### config.mk
export PLATFORM = sky130hd
export DESIGN_NAME = pcas_palette_mem
export DESIGN_NICKNAME = d
export VERILOG_FILES = /design/src/pcas_pkg.sv /design/src/pcas_palette_mem.sv
export SDC_FILE = /design/constraint.sdc
export NUM_CORES = 2
export LEC_CHECK = 0
export BUFFER_PORTS_ARGS = -buffer_cell sky130_fd_sc_hd__clkbuf_2
export CORE_ASPECT_RATIO = 0.8
export CORE_UTILIZATION = 45
export DETAILED_ROUTE_END_ITERATION = 16
export GPL_TIMING_DRIVEN = 1
export HOLD_SLACK_MARGIN = 0.03
export MAX_ROUTING_LAYER = met4
export PLACE_DENSITY = 0.72
export SLEW_MARGIN = 10
export SYNTH_ARGS = -nofsm -noshare
export SYNTH_HDL_FRONTEND = slang
export SYNTH_SLANG_ARGS = --single-unit
### constraint.sdc
create_clock -name clk -period 4.2 [get_ports clk]
set_clock_uncertainty 0.1 [all_clocks]
set_input_delay 0.42 -clock clk [delete_from_list [all_inputs] [get_ports clk]]
set_output_delay 0.42 -clock clk [all_outputs]
set_load 0.01 [all_outputs]
### src/pcas_pkg.sv
// ----------------------------------------------------------------------------
// pcas_pkg
// Shared types, codes and channel arithmetic for the palette colour
// add / subtract unit.
// ----------------------------------------------------------------------------
`default_nettype none

package pcas_pkg;

    localparam int PALETTE_ENTRIES   = 256;
    localparam int PAL_ADDR_W        = 8;
    localparam int COLOR_W           = 15;
    localparam int CHAN_W            = 5;
    localparam int CHAN_COUNT        = 3;
    localparam int LAYER_W           = 3;
    localparam int NUM_LAYERS        = 6;
    localparam int CFG_INDEX_W       = 3;
    localparam int CFG_DATA_W        = 15;
    localparam int IN_TDATA_W        = 40;
    localparam int OUT_TDATA_W       = 16;
    localparam int SPRITE_PASS_LIMIT = 192;

    localparam logic [LAYER_W-1:0] SPRITE_LAYER = 3'd4;
    localparam logic [CHAN_W-1:0]  CHAN_MAX     = 5'd31;

    // Request kinds carried in tuser
    typedef enum logic [1:0] {
        KIND_WRITE = 2'd0,
        KIND_BLEND = 2'd1,
        KIND_FIXED = 2'd2,
        KIND_NONE  = 2'd3
    } pcas_kind_t;

    // Configuration register indexes
    typedef enum logic [CFG_INDEX_W-1:0] {
        REG_SUBTRACT_MODE     = 3'd0,
        REG_HALVE_ENABLE      = 3'd1,
        REG_LAYER_MATH_ENABLE = 3'd2,
        REG_FIXED_COLOR       = 3'd3,
        REG_FIXED_SOURCE_MODE = 3'd4
    } pcas_reg_t;

    // Control of the read stage handed to the colour math stage
    typedef struct packed {
        logic valid;
        logic pass;
        logic fixed;
        logic halve;
    } pcas_ctl_t;

    // Add or subtract one 5:5:5 colour pair, per channel, with optional halving
    function automatic logic [COLOR_W-1:0] blend_color(
        input logic [COLOR_W-1:0] dst,
        input logic [COLOR_W-1:0] src,
        input logic               sub,
        input logic               half
    );
        logic [COLOR_W-1:0] res;
        logic [CHAN_W-1:0]  d;
        logic [CHAN_W-1:0]  s;
        logic [CHAN_W:0]    sum;
        logic [CHAN_W:0]    diff;
        logic [CHAN_W-1:0]  r;
        res = '0;
        for (int c = 0; c < CHAN_COUNT; c++) begin
            d    = dst[c*CHAN_W +: CHAN_W];
            s    = src[c*CHAN_W +: CHAN_W];
            sum  = {1'b0, d} + {1'b0, s};
            diff = {1'b0, d} - {1'b0, s};
            if (sub) begin
                r = diff[CHAN_W] ? '0 : diff[CHAN_W-1:0];
                if (half) begin
                    r = {1'b0, r[CHAN_W-1:1]};
                end
            end else if (half) begin
                r = sum[CHAN_W:1];
            end else begin
                r = sum[CHAN_W] ? CHAN_MAX : sum[CHAN_W-1:0];
            end
            res[c*CHAN_W +: CHAN_W] = r;
        end
        return res;
    endfunction

endpackage

`default_nettype wire

### src/pcas_palette_mem.sv
// ----------------------------------------------------------------------------
// pcas_palette_mem
// Palette store: one write port, two read ports with registered read data.
// ----------------------------------------------------------------------------
`default_nettype none

module pcas_palette_mem
    import pcas_pkg::*;
(
    input  wire logic                  clk,
    input  wire logic                  we,
    input  wire logic [PAL_ADDR_W-1:0] waddr,
    input  wire logic [COLOR_W-1:0]    wdata,
    input  wire logic                  re,
    input  wire logic [PAL_ADDR_W-1:0] raddr_a,
    input  wire logic [PAL_ADDR_W-1:0] raddr_b,
    output logic      [COLOR_W-1:0]    rdata_a,
    output logic      [COLOR_W-1:0]    rdata_b
);

    logic [COLOR_W-1:0] mem [PALETTE_ENTRIES];
    logic [COLOR_W-1:0] rdata_a_reg;
    logic [COLOR_W-1:0] rdata_b_reg;

    // Store a palette write
    always_ff @(posedge clk)
    begin
        if (we)
        begin
            mem[waddr] <= wdata;
        end
    end

    // Read both entries, hold the data while the stage stalls
    always_ff @(posedge clk)
    begin
        if (re)
        begin
            rdata_a_reg <= mem[raddr_a];
            rdata_b_reg <= mem[raddr_b];
        end
    end

    assign rdata_a = rdata_a_reg;
    assign rdata_b = rdata_b_reg;

endmodule

`default_nettype wire

==> impl_results.md <==
* Commonest cells after routing, fill and taps aside: edfxtp_1 (3870), mux4_2 (1570), buf_4 (847), a22oi_1 (620), mux2i_1 (546)
* Synthesized area at 178000 sq um
* CTS Sinks at 3870
* DRC at 0
* Reg clk slew, reported paths at 0.06 ns
* Worst setup SP type: flip-flop
* Yosys warns at 0
* Synth top area share at 65.2%
* CP required at 4.88 ns
* Core box area at 394000 sq um
* Share of the yosys chip area belonging to registers at 65.2%
* #FFs+latches synth at 3870
* GPL Wtd Cong at 0.990
* Drt first pass iters at 7
* Crit path max-delay family: simple AND/OR/NAND/NOR gates
* Asr flop ratio synth at 0%
* Commonest non-fill, non-tap cell in the layout: edfxtp_1
* Slowest CP cell: nor4_2
* Number of global-route vias before repair at 106000
* Critical Path End Type: flip-flop
* Synth top area cells: edfxtp_1 (65%), mux4_2 (20%), mux2i_1 (3.1%), a22oi_1 (2.6%), a21oi_1 (0.79%)
* Io pins at 72
* Hold WC Path Type: in -> reg
* Post-synth EDFFs at 3870
* Die Area at 398000 sq um
* H-tree depth at 5
* Initial antenna violation count at 43
* HPWL after detailed placement at 399000 um
* Post-layout min period at 3.61 ns
* Setup violators final at 0
* Mapped Cells at 9194
* Routed wire length at 608000 um
* CP max stage delay at 1.20 ns
* Hold WS at 0.106 ns
* Max Cap Viol at 0
* Crit path buf inv count at 2
* Top FF cell, synth: edfxtp_1
* Post-Syn Area per Cell at 19.4 sq um
* Hold Vio Cnt, Final at 0
* DRT antenna net count at 0
* Nets at 9890
* Clock tree buffer depth at 4
* Synth-to-Final Area Change at 13.7%
* Actual slew at the worst max-slew pin at 1.42 ns
* Port-buffer cells at 71
* Critical path type: reg -> reg
* Routed wire per std cell at 39.5 um
* Clock latency on the worst-skew pair at 1.05 ns
* Via-to-Cell Ratio at 7.11
* Top cell type by total area after synthesis: edfxtp_1
* Largest net degree at the start of global routing at 159
* Static Leak at 64.3 nW
* Power Dens Cells at 420 nW/um^2
* Status: completed
* Total gr overflow at 0
* Root Driver: clkbuf_16
* Slew Viols, Final at 0
* Starting density of the core at 45.2%
* CP cell instances: mux4_2 > a22oi_1 > a21oi_1 > nor4_2 > buf_4 > nor4_2 > buf_4
* RSZ-0062 raised after global routing: false
* GRT Resource Usage Total at 30.8%
* Vias at 109000
* DIE HEIGHT at 565 um
* TritonCTS buffer count at 379
* Die W at 705 um
* Row count at 206
* Netlist cell types at 69
* Endpoint arrival time on the critical path at 4.29 ns
* Max Freq at 277 MHz
* CP max FO at 2
* Relative slew slack at 4.71%
* Layout cells sized above 1 at 33.3%
* Drt initial violations at 20000
* CTS resizes at 0
* Synth Net Count at 9236
* First-pass GRT wire length at 841000 um
* Final period utilization at 86.0%
* Largest register FFs at 3840
* CTS tree: yes
* Worst VDD drop at 0.392 mV
* Setup TNS at 0 ns
layout make-up:
| cell class | count | area (sq um) |
|---|---|---|
| timing repair buffer | 1049 | 9460 |
| antenna | 38 | 95.1 |
| tap | 5200 | 6510 |
| multi-input combinational | 4544 | 57800 |
| sequential | 3870 | 116000 |
| inverter | 4 | 15.0 |
| fill | 30500 | 191000 |
| clock inverter | 242 | 2560 |
| clock buffer | 449 | 9810 |
routing by layer:
layer	vias to the layer above	GRT usage (%)	routed length, um
met5	-	-	0
met4	0	13.3	32300
met2	9463	42.5	259000
met1	57000	41.2	216000
met3	1410	11.2	101000
li1	41500	-	-
stage by stage:
step	power, mW	worst slack (ns)	utilization (%)	cells	cell area (sq um)
after floorplan	47.4	1.56	-	9194	178000
after global routing	86.6	0.648	51.4	15400	202000
after detailed placement	50.9	-0.263	48.2	14700	190000
after CTS	84.9	0.787	51.4	15400	202000
after global placement	50.8	-0.435	48.2	14700	190000
final	85.1	0.586	51.4	15400	202000
final timing paths:
path / slack (ns) / cells after the start / startpoint / to
worst max-delay path: 0.59 / 7 / mem[176][6] / rdata_b[6]
worst min-delay path: 0.11 / 1 / re / rdata_b[9]
worst max register to register: 0.59 / 7 / mem[176][6] / rdata_b[6]
worst min register to register: 0.95 / 5 / mem[10][3] / rdata_b[3]
synth_stat cells, types with 12 or more instances:
library cell,number
mux4_2,1570
nor3_1,61
buf_8,38
buf_12,19
buf_1,30
nor2_1,311
a221oi_1,118
buf_6,64
o22ai_1,136
nor2b_1,26
mux2_2,38
mux4_1,37
clkbuf_1,311
a211oi_1,60
o2bb2ai_1,28
nand2_1,160
edfxtp_1,3870
buf_2,235
a31oi_1,30
nand2b_1,18
buf_4,77
o221ai_1,127
a311oi_1,14
a22oi_1,620
a21oi_1,282
a22o_1,60
mux2i_1,546
o211ai_1,12
nor4_1,85
o21ai_0,46
nand3_1,34
cells by family after synthesis:
kind of cell / share of synthesized area, %
simple gates: 1.96
mux: 23.7
buf+inv: 2.66
compound gates: 6.42
flops: 65.2
where the power goes:
group	internal [mW]	total, mW	leakage [nW]	switching [mW]
clock	19.2	34.7	6.01	15.5
combinational	2.76	7.63	23.5	4.87
sequential	42.6	42.8	34.8	0.155
total	64.5	85.1	64.3	20.5
what timing repair did:
action,in CTS,in global routing
hold buffers,12,0
endpoints found under the hold margin,623,0
setup buffers,0,0
Note: power is estimated with default switching activity, not from simulation.
