File: src/pcas_pkg.sv
// ----------------------------------------------------------------------------
// pcas_pkg
// Shared types, codes and channel arithmetic for the palette colour
// add / subtract unit.
// ----------------------------------------------------------------------------
`default_nettype none

package pcas_pkg;

    localparam int PALETTE_ENTRIES   = 256;
    localparam int PAL_ADDR_W        = 8;
    localparam int COLOR_W           = 15;
    localparam int CHAN_W            = 5;
    localparam int CHAN_COUNT        = 3;
    localparam int LAYER_W           = 3;
    localparam int NUM_LAYERS        = 6;
    localparam int CFG_INDEX_W       = 3;
    localparam int CFG_DATA_W        = 15;
    localparam int IN_TDATA_W        = 40;
    localparam int OUT_TDATA_W       = 16;
    localparam int SPRITE_PASS_LIMIT = 192;

    localparam logic [LAYER_W-1:0] SPRITE_LAYER = 3'd4;
    localparam logic [CHAN_W-1:0]  CHAN_MAX     = 5'd31;

    // Request kinds carried in tuser
    typedef enum logic [1:0] {
        KIND_WRITE = 2'd0,
        KIND_BLEND = 2'd1,
        KIND_FIXED = 2'd2,
        KIND_NONE  = 2'd3
    } pcas_kind_t;

    // Configuration register indexes
    typedef enum logic [CFG_INDEX_W-1:0] {
        REG_SUBTRACT_MODE     = 3'd0,
        REG_HALVE_ENABLE      = 3'd1,
        REG_LAYER_MATH_ENABLE = 3'd2,
        REG_FIXED_COLOR       = 3'd3,
        REG_FIXED_SOURCE_MODE = 3'd4
    } pcas_reg_t;

    // Control of the read stage handed to the colour math stage
    typedef struct packed {
        logic valid;
        logic pass;
        logic fixed;
        logic halve;
    } pcas_ctl_t;

    // Add or subtract one 5:5:5 colour pair, per channel, with optional halving
    function automatic logic [COLOR_W-1:0] blend_color(
        input logic [COLOR_W-1:0] dst,
        input logic [COLOR_W-1:0] src,
        input logic               sub,
        input logic               half
    );
        logic [COLOR_W-1:0] res;
        logic [CHAN_W-1:0]  d;
        logic [CHAN_W-1:0]  s;
        logic [CHAN_W:0]    sum;
        logic [CHAN_W:0]    diff;
        logic [CHAN_W-1:0]  r;
        res = '0;
        for (int c = 0; c < CHAN_COUNT; c++) begin
            d    = dst[c*CHAN_W +: CHAN_W];
            s    = src[c*CHAN_W +: CHAN_W];
            sum  = {1'b0, d} + {1'b0, s};
            diff = {1'b0, d} - {1'b0, s};
            if (sub) begin
                r = diff[CHAN_W] ? '0 : diff[CHAN_W-1:0];
                if (half) begin
                    r = {1'b0, r[CHAN_W-1:1]};
                end
            end else if (half) begin
                r = sum[CHAN_W:1];
            end else begin
                r = sum[CHAN_W] ? CHAN_MAX : sum[CHAN_W-1:0];
            end
            res[c*CHAN_W +: CHAN_W] = r;
        end
        return res;
    endfunction

endpackage

`default_nettype wire

File: src/pcas_color_math.sv
// ----------------------------------------------------------------------------
// pcas_color_math
// Channel add / subtract / halve on the read colours and the output register.
// ----------------------------------------------------------------------------
`default_nettype none

module pcas_color_math
    import pcas_pkg::*;
(
    input  wire logic               clk,
    input  wire logic               rst_n,
    input  wire pcas_ctl_t          ctl,
    input  wire logic [COLOR_W-1:0] dst_color,
    input  wire logic [COLOR_W-1:0] src_color,
    input  wire logic [COLOR_W-1:0] fixed_color,
    input  wire logic               subtract_mode,
    input  wire logic               out_ready,
    output logic                    out_valid,
    output logic      [COLOR_W-1:0] out_color,
    output logic                    free
);

    logic               valid_reg;
    logic               valid_next;
    logic [COLOR_W-1:0] color_reg;
    logic [COLOR_W-1:0] color_next;
    logic [COLOR_W-1:0] src_sel;

    // Output register may load when empty or being drained
    assign free = !valid_reg || out_ready;

    // Pick the source and do the channel math
    always_comb
    begin
        src_sel    = ctl.fixed ? fixed_color : src_color;
        color_next = ctl.pass ? dst_color
                              : blend_color(dst_color, src_sel, subtract_mode, ctl.halve);
        valid_next = free ? ctl.valid : valid_reg;
    end

    // Hold the result until it is taken
    always_ff @(posedge clk or negedge rst_n)
    begin
        if (!rst_n)
        begin
            valid_reg <= 1'b0;
        end
        else
        begin
            valid_reg <= valid_next;
        end
    end

    always_ff @(posedge clk)
    begin
        if (free && ctl.valid)
        begin
            color_reg <= color_next;
        end
    end

    assign out_valid = valid_reg;
    assign out_color = color_reg;

endmodule

`default_nettype wire

File: config.mk
export PLATFORM = sky130hd
export DESIGN_NAME = pcas_color_math
export DESIGN_NICKNAME = d
export VERILOG_FILES = /design/src/pcas_pkg.sv /design/src/pcas_color_math.sv
export SDC_FILE = /design/constraint.sdc
export NUM_CORES = 1
export LEC_CHECK = 0
export ABC_AREA = 1
export BUFFER_PORTS_ARGS = -buffer_cell sky130_fd_sc_hd__buf_2
export CORE_MARGIN = 2
export CORE_UTILIZATION = 50
export DETAILED_ROUTE_END_ITERATION = 12
export PLACE_DENSITY_LB_ADDON = 0.08
export SYNTH_ARGS = -nofsm -noshare
export SYNTH_HDL_FRONTEND = slang
export SYNTH_SLANG_ARGS = --single-unit
File: constraint.sdc
create_clock -name clk -period 1.5 [get_ports clk]
set_clock_uncertainty 0.1 [all_clocks]
set_input_delay 0.15 -clock clk [delete_from_list [all_inputs] [get_ports clk]]
set_output_delay 0.15 -clock clk [all_outputs]
set_load 0.1 [all_outputs]
==> qor.csv, run 1 <==
metric;value;unit
last weighted congestion value of the routability-driven placer;0.925;
Seq/Total Area, Yosys;0.167;
proportion of layout cells with a drive suffix above 1;0.495;
standard-cell rows;27;
number of clock buffers inserted by TritonCTS;3;
TritonCTS clock tree;built;
critical hold path startpoint;ctl[3];
proportion of netlist area held by the largest area contributor;0.158;
Yosys Warn Count;0;
Filler Cell Count;302;
maximum number of pins on one net before global-route repair;17;
# port buffers;69;
CTS max path bufs;2;
crit start category;input pin;
detailed-placement wirelength estimate;6.40;mm
fraction of power consumed by the clock network;0.126;
ordered list of cells on the worst path;buf_16 > mux2_4 > ha_4 > inv_2 > fa_2 > nand3b_1 > nand3_2 > nand3_2 > nand2_2 > nor2_4 > nor2_1 > nor2_1;
max_slew headroom;0.633;
DIE AREA;6310;sq um
Post-Syn Area;2850;sq um
area of all placed cells without fillers;4660;sq um
Peak supply drop;0.551;mV
unrepaired setup endpoints after global routing;yes;
total DRC errors in the routed layout;0;
total wirelength of the detailed-routed design;10.2;mm
DR pass1 iterations;6;
worst setup path category;input pin to flop;
total placed instance area;3830;sq um
wire length of the first global-routing pass;15.3;mm
overflow left after global routing;0;
static leakage;2.33;nW
number of enable flip-flop cells after synthesis;15;
r2r setup slk;0.37;ns
logic depth of the worst register-to-register path;2;
total vias in the final route;3638;
Tightest Hold Check Type;input pin to flop;
peak fanout along the critical path;5;
ys async rst share;0.0625;
count of distinct cell types in the synthesized netlist;31;
cell depth of the worst min-delay path;3;
setup TNS after final layout;-4.32;ns
Critical Path AT;1.84;ns
Worst Setup End Kind;flop;
Final Slew Violations;0;
cell types occupying the most area after synthesis;sky130_fd_sc_hd__edfxtp_1 16%, sky130_fd_sc_hd__ha_1 15%, sky130_fd_sc_hd__nand2_1 15%;
final setup margin;-0.428;ns
most instantiated cells after synthesis;115 x sky130_fd_sc_hd__nand2_1, 70 x sky130_fd_sc_hd__nor2_1, 67 x sky130_fd_sc_hd__nand3_1;
syn_nets;545;
initial cell density of the core;0.517;
die height;79.5;microns
clock sink total;16;
number of primary I/O pins;70;
Yosys top cell by area;sky130_fd_sc_hd__edfxtp_1;
insertion delay to the later sink of the worst-skew pair;0.25;ns
Die W;79.5;microns
internal portion of total power;1.61;mW
slowest stage cell, crit path;sky130_fd_sc_hd__fa_2;
Setup violations, final;15;
Tcrit/Tclk final;1.29;
starting DRC count in detailed routing;391;
actual transition at the worst max-transition pin;0.551;ns
initial antenna violation count;0;
share of total power in combinational logic;0.695;
antenna-violating nets left;0;
Core Box Area;5510;sq um
endpoint of the worst hold path;out_valid;
antenna diode count;0;
area growth from synthesis to layout;63.7;%
GRT Total Usage;0.303;
Max Cap Violations;0;
critical path data required time;1.41;ns
mean post-synth cell area;6.31;sq um
min cycle time layout;1.93;ns
average routed wire per standard cell;15.5;microns
number of nets in the final layout;679;
clock edge transition at the registers on the reported setup and hold paths;0.07;ns
switching power of the nets;1.46;mW
failing checks;negative setup slack;
switching power share of the total;0.477;
most instantiated library cell after synthesis;sky130_fd_sc_hd__nand2_1;
Worst R2R Start;out_valid;
H-Tree Depth;1;
number of global-route vias before repair;3446;
Cells after Synth;451;
outcome;finished, violations left;
total count of hold-check failures in the final report;0;
CTS root buf;sky130_fd_sc_hd__clkbuf_8;
part of the total power dissipated in sequential elements;0.179;
total design power;3.07;mW
timing-limited maximum frequency;519;MHz
power density over the cells;659;nW/um^2
Vias per Instance;5.55;
flip-flop cell with the highest count after synthesis;sky130_fd_sc_hd__edfxtp_1;
destination of the worst register-to-register timing path;out_color[11];
count of state elements after synthesis;16;
maximum single-stage delay on the critical path;0.34;ns
power by group through the flow:
stage	clock [mW]	combinational [mW]	sequential (mW)
after floorplan	0	0.920	0.809
after global placement	0	1.62	0.560
after detailed placement	0	1.64	0.560
after CTS	0.381	1.88	0.550
after global routing	0.393	2.28	0.553
final	0.386	2.13	0.551
placed cells by master, fill, tap and decap left out, types with 2 or more instances in the layout:
| master | n |
|---|---|
| sky130_fd_sc_hd__inv_4 | 4 |
| sky130_fd_sc_hd__nand3_4 | 7 |
| sky130_fd_sc_hd__ha_4 | 19 |
| sky130_fd_sc_hd__nand2_4 | 5 |
| sky130_fd_sc_hd__nor2_2 | 10 |
| sky130_fd_sc_hd__buf_12 | 4 |
| sky130_fd_sc_hd__buf_6 | 2 |
| sky130_fd_sc_hd__nand2_1 | 87 |
| sky130_fd_sc_hd__xor2_1 | 2 |
| sky130_fd_sc_hd__ha_2 | 4 |
| sky130_fd_sc_hd__nand3_2 | 18 |
| sky130_fd_sc_hd__buf_2 | 68 |
| sky130_fd_sc_hd__nand3_1 | 52 |
| sky130_fd_sc_hd__a21oi_1 | 4 |
| sky130_fd_sc_hd__a21oi_2 | 4 |
| sky130_fd_sc_hd__buf_4 | 59 |
| sky130_fd_sc_hd__a21oi_4 | 6 |
| sky130_fd_sc_hd__nand4_1 | 4 |
| sky130_fd_sc_hd__mux2_4 | 3 |
| sky130_fd_sc_hd__nand3b_1 | 3 |
| sky130_fd_sc_hd__o21ai_2 | 5 |
| sky130_fd_sc_hd__inv_2 | 18 |
| sky130_fd_sc_hd__edfxtp_1 | 15 |
| sky130_fd_sc_hd__inv_1 | 51 |
| sky130_fd_sc_hd__fa_2 | 6 |
| sky130_fd_sc_hd__ha_1 | 12 |
| sky130_fd_sc_hd__buf_16 | 3 |
| sky130_fd_sc_hd__nand2_2 | 25 |
| sky130_fd_sc_hd__nor2_1 | 60 |
| sky130_fd_sc_hd__o21bai_1 | 3 |
| sky130_fd_sc_hd__o21ai_4 | 9 |
| sky130_fd_sc_hd__clkbuf_8 | 4 |
worst max-delay path, delay by kind of cell:
family / cells / cell delay [ns]
muxes: 1 / 0.23
and+or+nand+nor: 7 / 0.81
buffers and inverters: 2 / 0.16
adders and majority gates: 2 / 0.48
metal layers:
| metal | track usage | part of all wire | routed length (microns) | vias to the layer above |
|---|---|---|---|---|
| met4 | 0.117 | 0.051 | 520 | 0 |
| met2 | 0.517 | 0.47 | 4790 | 245 |
| met3 | 0.0498 | 0.087 | 886 | 75 |
| li1 | - | - | - | 1703 |
| met5 | 0 | 0 | 0 | - |
| met1 | 0.381 | 0.39 | 3990 | 1615 |
stage by stage:
stage | util | setup WS (ns) | hold slack [ns] | std cells
final | 0.846 | -0.428 | 0.0372 | 656
after detailed placement | 0.695 | -0.869 | -0.174 | 634
after global placement | 0.695 | -0.805 | -0.176 | 634
after CTS | 0.803 | -0.248 | 0.0379 | 652
after global routing | 0.846 | -0.543 | 0.0652 | 656
after floorplan | - | -0.397 | -0.246 | 451
cell families after synthesis:
family,after synthesis,share of synthesized area
and+or+nand+nor,270,0.420
AOI/OAI and AO/OA,31,0.0651
buffers and inverters,84,0.122
xor gates and xnor gates,6,0.0185
muxes,3,0.0119
adders and majority gates,41,0.196
DFF,16,0.167
repair_timing:
action,CTS,global route
setup buffers,9,3
resized for setup,71,52
pin swaps,47,46
hold endpoints to repair,1,0
hold buffers,1,0
setup endpoints to repair,15,15
gates cloned,4,1
sequential cells by signal, summed over array words and instances, names as in the netlist:
register / cells
out_color: 15
out_valid: 1
cell type report:
type                       instances  area (sq um)  area share
sequential                        16           477       0.102
timing repair buffer             137           978       0.210
tap                               72          90.1      0.0193
clock buffer                       4          55.1      0.0118
multi-input combinational        354          2780       0.596
inverter                          73           284      0.0610
worst max-delay path by stage:
| stage | slack [ns] | from | to | cells after the start |
|---|---|---|---|---|
| final | -0.43 | ctl[1] | out_color[13] | 12 |
| after global routing | -0.54 | ctl[1] | out_color[13] | 12 |
| after CTS | -0.25 | ctl[1] | out_color[13] | 13 |
| after detailed placement | -0.87 | ctl[1] | out_color[2] | 13 |
| after global placement | -0.80 | ctl[1] | out_color[2] | 13 |
| after floorplan | -0.40 | ctl[1] | out_color[5] | 12 |
(Power assumes the default switching activity.)
==> run 2, diff against run 1 <==
==> constraint.sdc (replaced) <==
create_clock -name clk -period 2.5 [get_ports clk]
set_clock_uncertainty 0.1 [all_clocks]
set_input_delay 0.5 -clock clk [delete_from_list [all_inputs] [get_ports clk]]
set_output_delay 0.5 -clock clk [all_outputs]
set_load 0.1 [all_outputs]
==> qor.csv, run 2 (same netlist as run 1, synthesis figures left out) <==
metric;value;unit
initial cell density of the core;0.517;
Core Box Area;5510;sq um
number of global-route vias before repair;3188;
Tcrit/Tclk final;0.926;
clock edge transition at the registers on the reported setup and hold paths;0.07;ns
cell total after placement;616;
DR pass1 iterations;5;
final setup margin;0.185;ns
average routed wire per standard cell;12.4;microns
detailed-placement wirelength estimate;6.28;mm
insertion delay to the later sink of the worst-skew pair;0.25;ns
Final Slew Violations;0;
starting DRC count in detailed routing;127;
CTS root buf;sky130_fd_sc_hd__clkbuf_8;
unrepaired setup endpoints after global routing;no;
power density over the cells;414;nW/um^2
r2r setup slk;1.30;ns
standard-cell rows;27;
crit start category;input pin;
static leakage;2.00;nW
maximum single-stage delay on the critical path;0.43;ns
ordered list of cells on the worst path;buf_2 > buf_12 > nand2_1 > o21ai_1 > buf_4 > fa_1 > nand3b_1 > nand3_2 > nand3_1 > nand2_1 > nor2_1 > nor2_1 > nor2_1;
die height;79.5;microns
core utilization of the finished layout;0.646;
most common cell after layout, fill and taps aside;sky130_fd_sc_hd__nand2_1;
area growth from synthesis to layout;24.9;%
Critical Path AT;2.24;ns
initial antenna violation count;0;
Die W;79.5;microns
CTS max path bufs;2;
last weighted congestion value of the routability-driven placer;0.968;
worst setup path category;input pin to flop;
antenna diode count;0;
wire length of the first global-routing pass;13.6;mm
H-Tree Depth;1;
min cycle time layout;2.32;ns
timing-limited maximum frequency;432;MHz
antenna-violating nets left;0;
proportion of layout cells with a drive suffix above 1;0.246;
actual transition at the worst max-transition pin;0.489;ns
overflow left after global routing;0;
clock sink total;16;
number of clock buffers inserted by TritonCTS;3;
Peak supply drop;0.277;mV
number of nets in the final layout;644;
TritonCTS clock tree;built;
# port buffers;69;
total DRC errors in the routed layout;0;
Vias per Instance;5.17;
flip-flop count of the largest register after layout;15;
total design power;1.47;mW
DIE AREA;6310;sq um
slowest stage cell, crit path;sky130_fd_sc_hd__fa_1;
Setup violations, final;0;
critical path data required time;2.42;ns
Max Cap Violations;0;
outcome;complete, no violations;
total wirelength of the detailed-routed design;7.68;mm
Tightest Hold Check Type;input pin to flop;
commonest non-fill, non-tap cells in the layout;115 x sky130_fd_sc_hd__nand2_1, 69 x sky130_fd_sc_hd__nor2_1, 69 x sky130_fd_sc_hd__buf_2, 67 x sky130_fd_sc_hd__nand3_1, 64 x sky130_fd_sc_hd__inv_1;
max_slew headroom;0.676;
number of primary I/O pins;70;
maximum number of pins on one net before global-route repair;25;
total vias in the final route;3209;
peak fanout along the critical path;16;
total count of hold-check failures in the final report;0;
number of post-CTS setup repair buffers;0;
GRT Total Usage;0.264;
Worst Setup End Kind;flop;
post-route non-filler standard cell count;621;
setup TNS after final layout;0;ns
cell with the most instances on the worst path;sky130_fd_sc_hd__nor2_1;
Post-Place Worst Slack;-0.160;ns
==> run 2: cell count changes in the layout (fill, tap and decap cells not counted), sizes merged <==
cell,change
nand3,-3
buf,-32
==> run 2: what timing repair did <==
action | CTS | global route
endpoints found under the hold margin | 1 | 0
resized for setup | 0 | 9
hold buffers | 1 | 0
setup endpoints to repair | 0 | 10
==> run 2: final cells by class <==
class / count / area [sq um]
repair buffers: 105 / 631
clock buffers: 4 / 45.0
well taps: 72 / 90.1
inverters: 73 / 277
fillers: 531 / 1950
multi-input cells: 351 / 2040
flip-flops and latches: 16 / 475
==> run 2: metrics by stage <==
step,area [sq um],hold WS (ns)
floorplan,2850,0.104
global placement,3490,0.175
detailed placement,3490,0.175
CTS,3540,0.355
global route,3560,0.368
finish,3560,0.355
==> run 2: final timing paths <==
kind,cells past startpoint,endpoint,startpoint
worst max-delay path,13,out_color[8],ctl[1]
worst min-delay path,3,out_valid,ctl[3]
worst max register to register,2,out_color[5],out_valid
worst min register to register,2,out_valid,out_valid
max in group asynchronous,2,out_valid,rst_n
min in group asynchronous,2,out_valid,rst_n
==> run 2: where the power goes <==
group | internal (mW) | total [mW] | leakage, nW | switching, mW
clock network | 0.113 | 0.209 | 0.0228 | 0.0956
logic | 0.329 | 0.934 | 1.82 | 0.605
registers | 0.323 | 0.329 | 0.154 | 0.00620
==> run 2: metal layers <==
layer	global-route usage	share of wire	wire [microns]
met2	0.478	0.50	3870
met1	0.331	0.44	3360
met5	0	0	0
met4	0.0776	0.024	184
met3	0.0226	0.034	259
==> run 2: worst max-delay path, delay by kind of cell <==
kind | cells | cell delay (ns)
compound gates | 1 | 0.09
buf+inv | 3 | 0.49
simple gates | 8 | 0.71
fa+ha+maj | 1 | 0.43
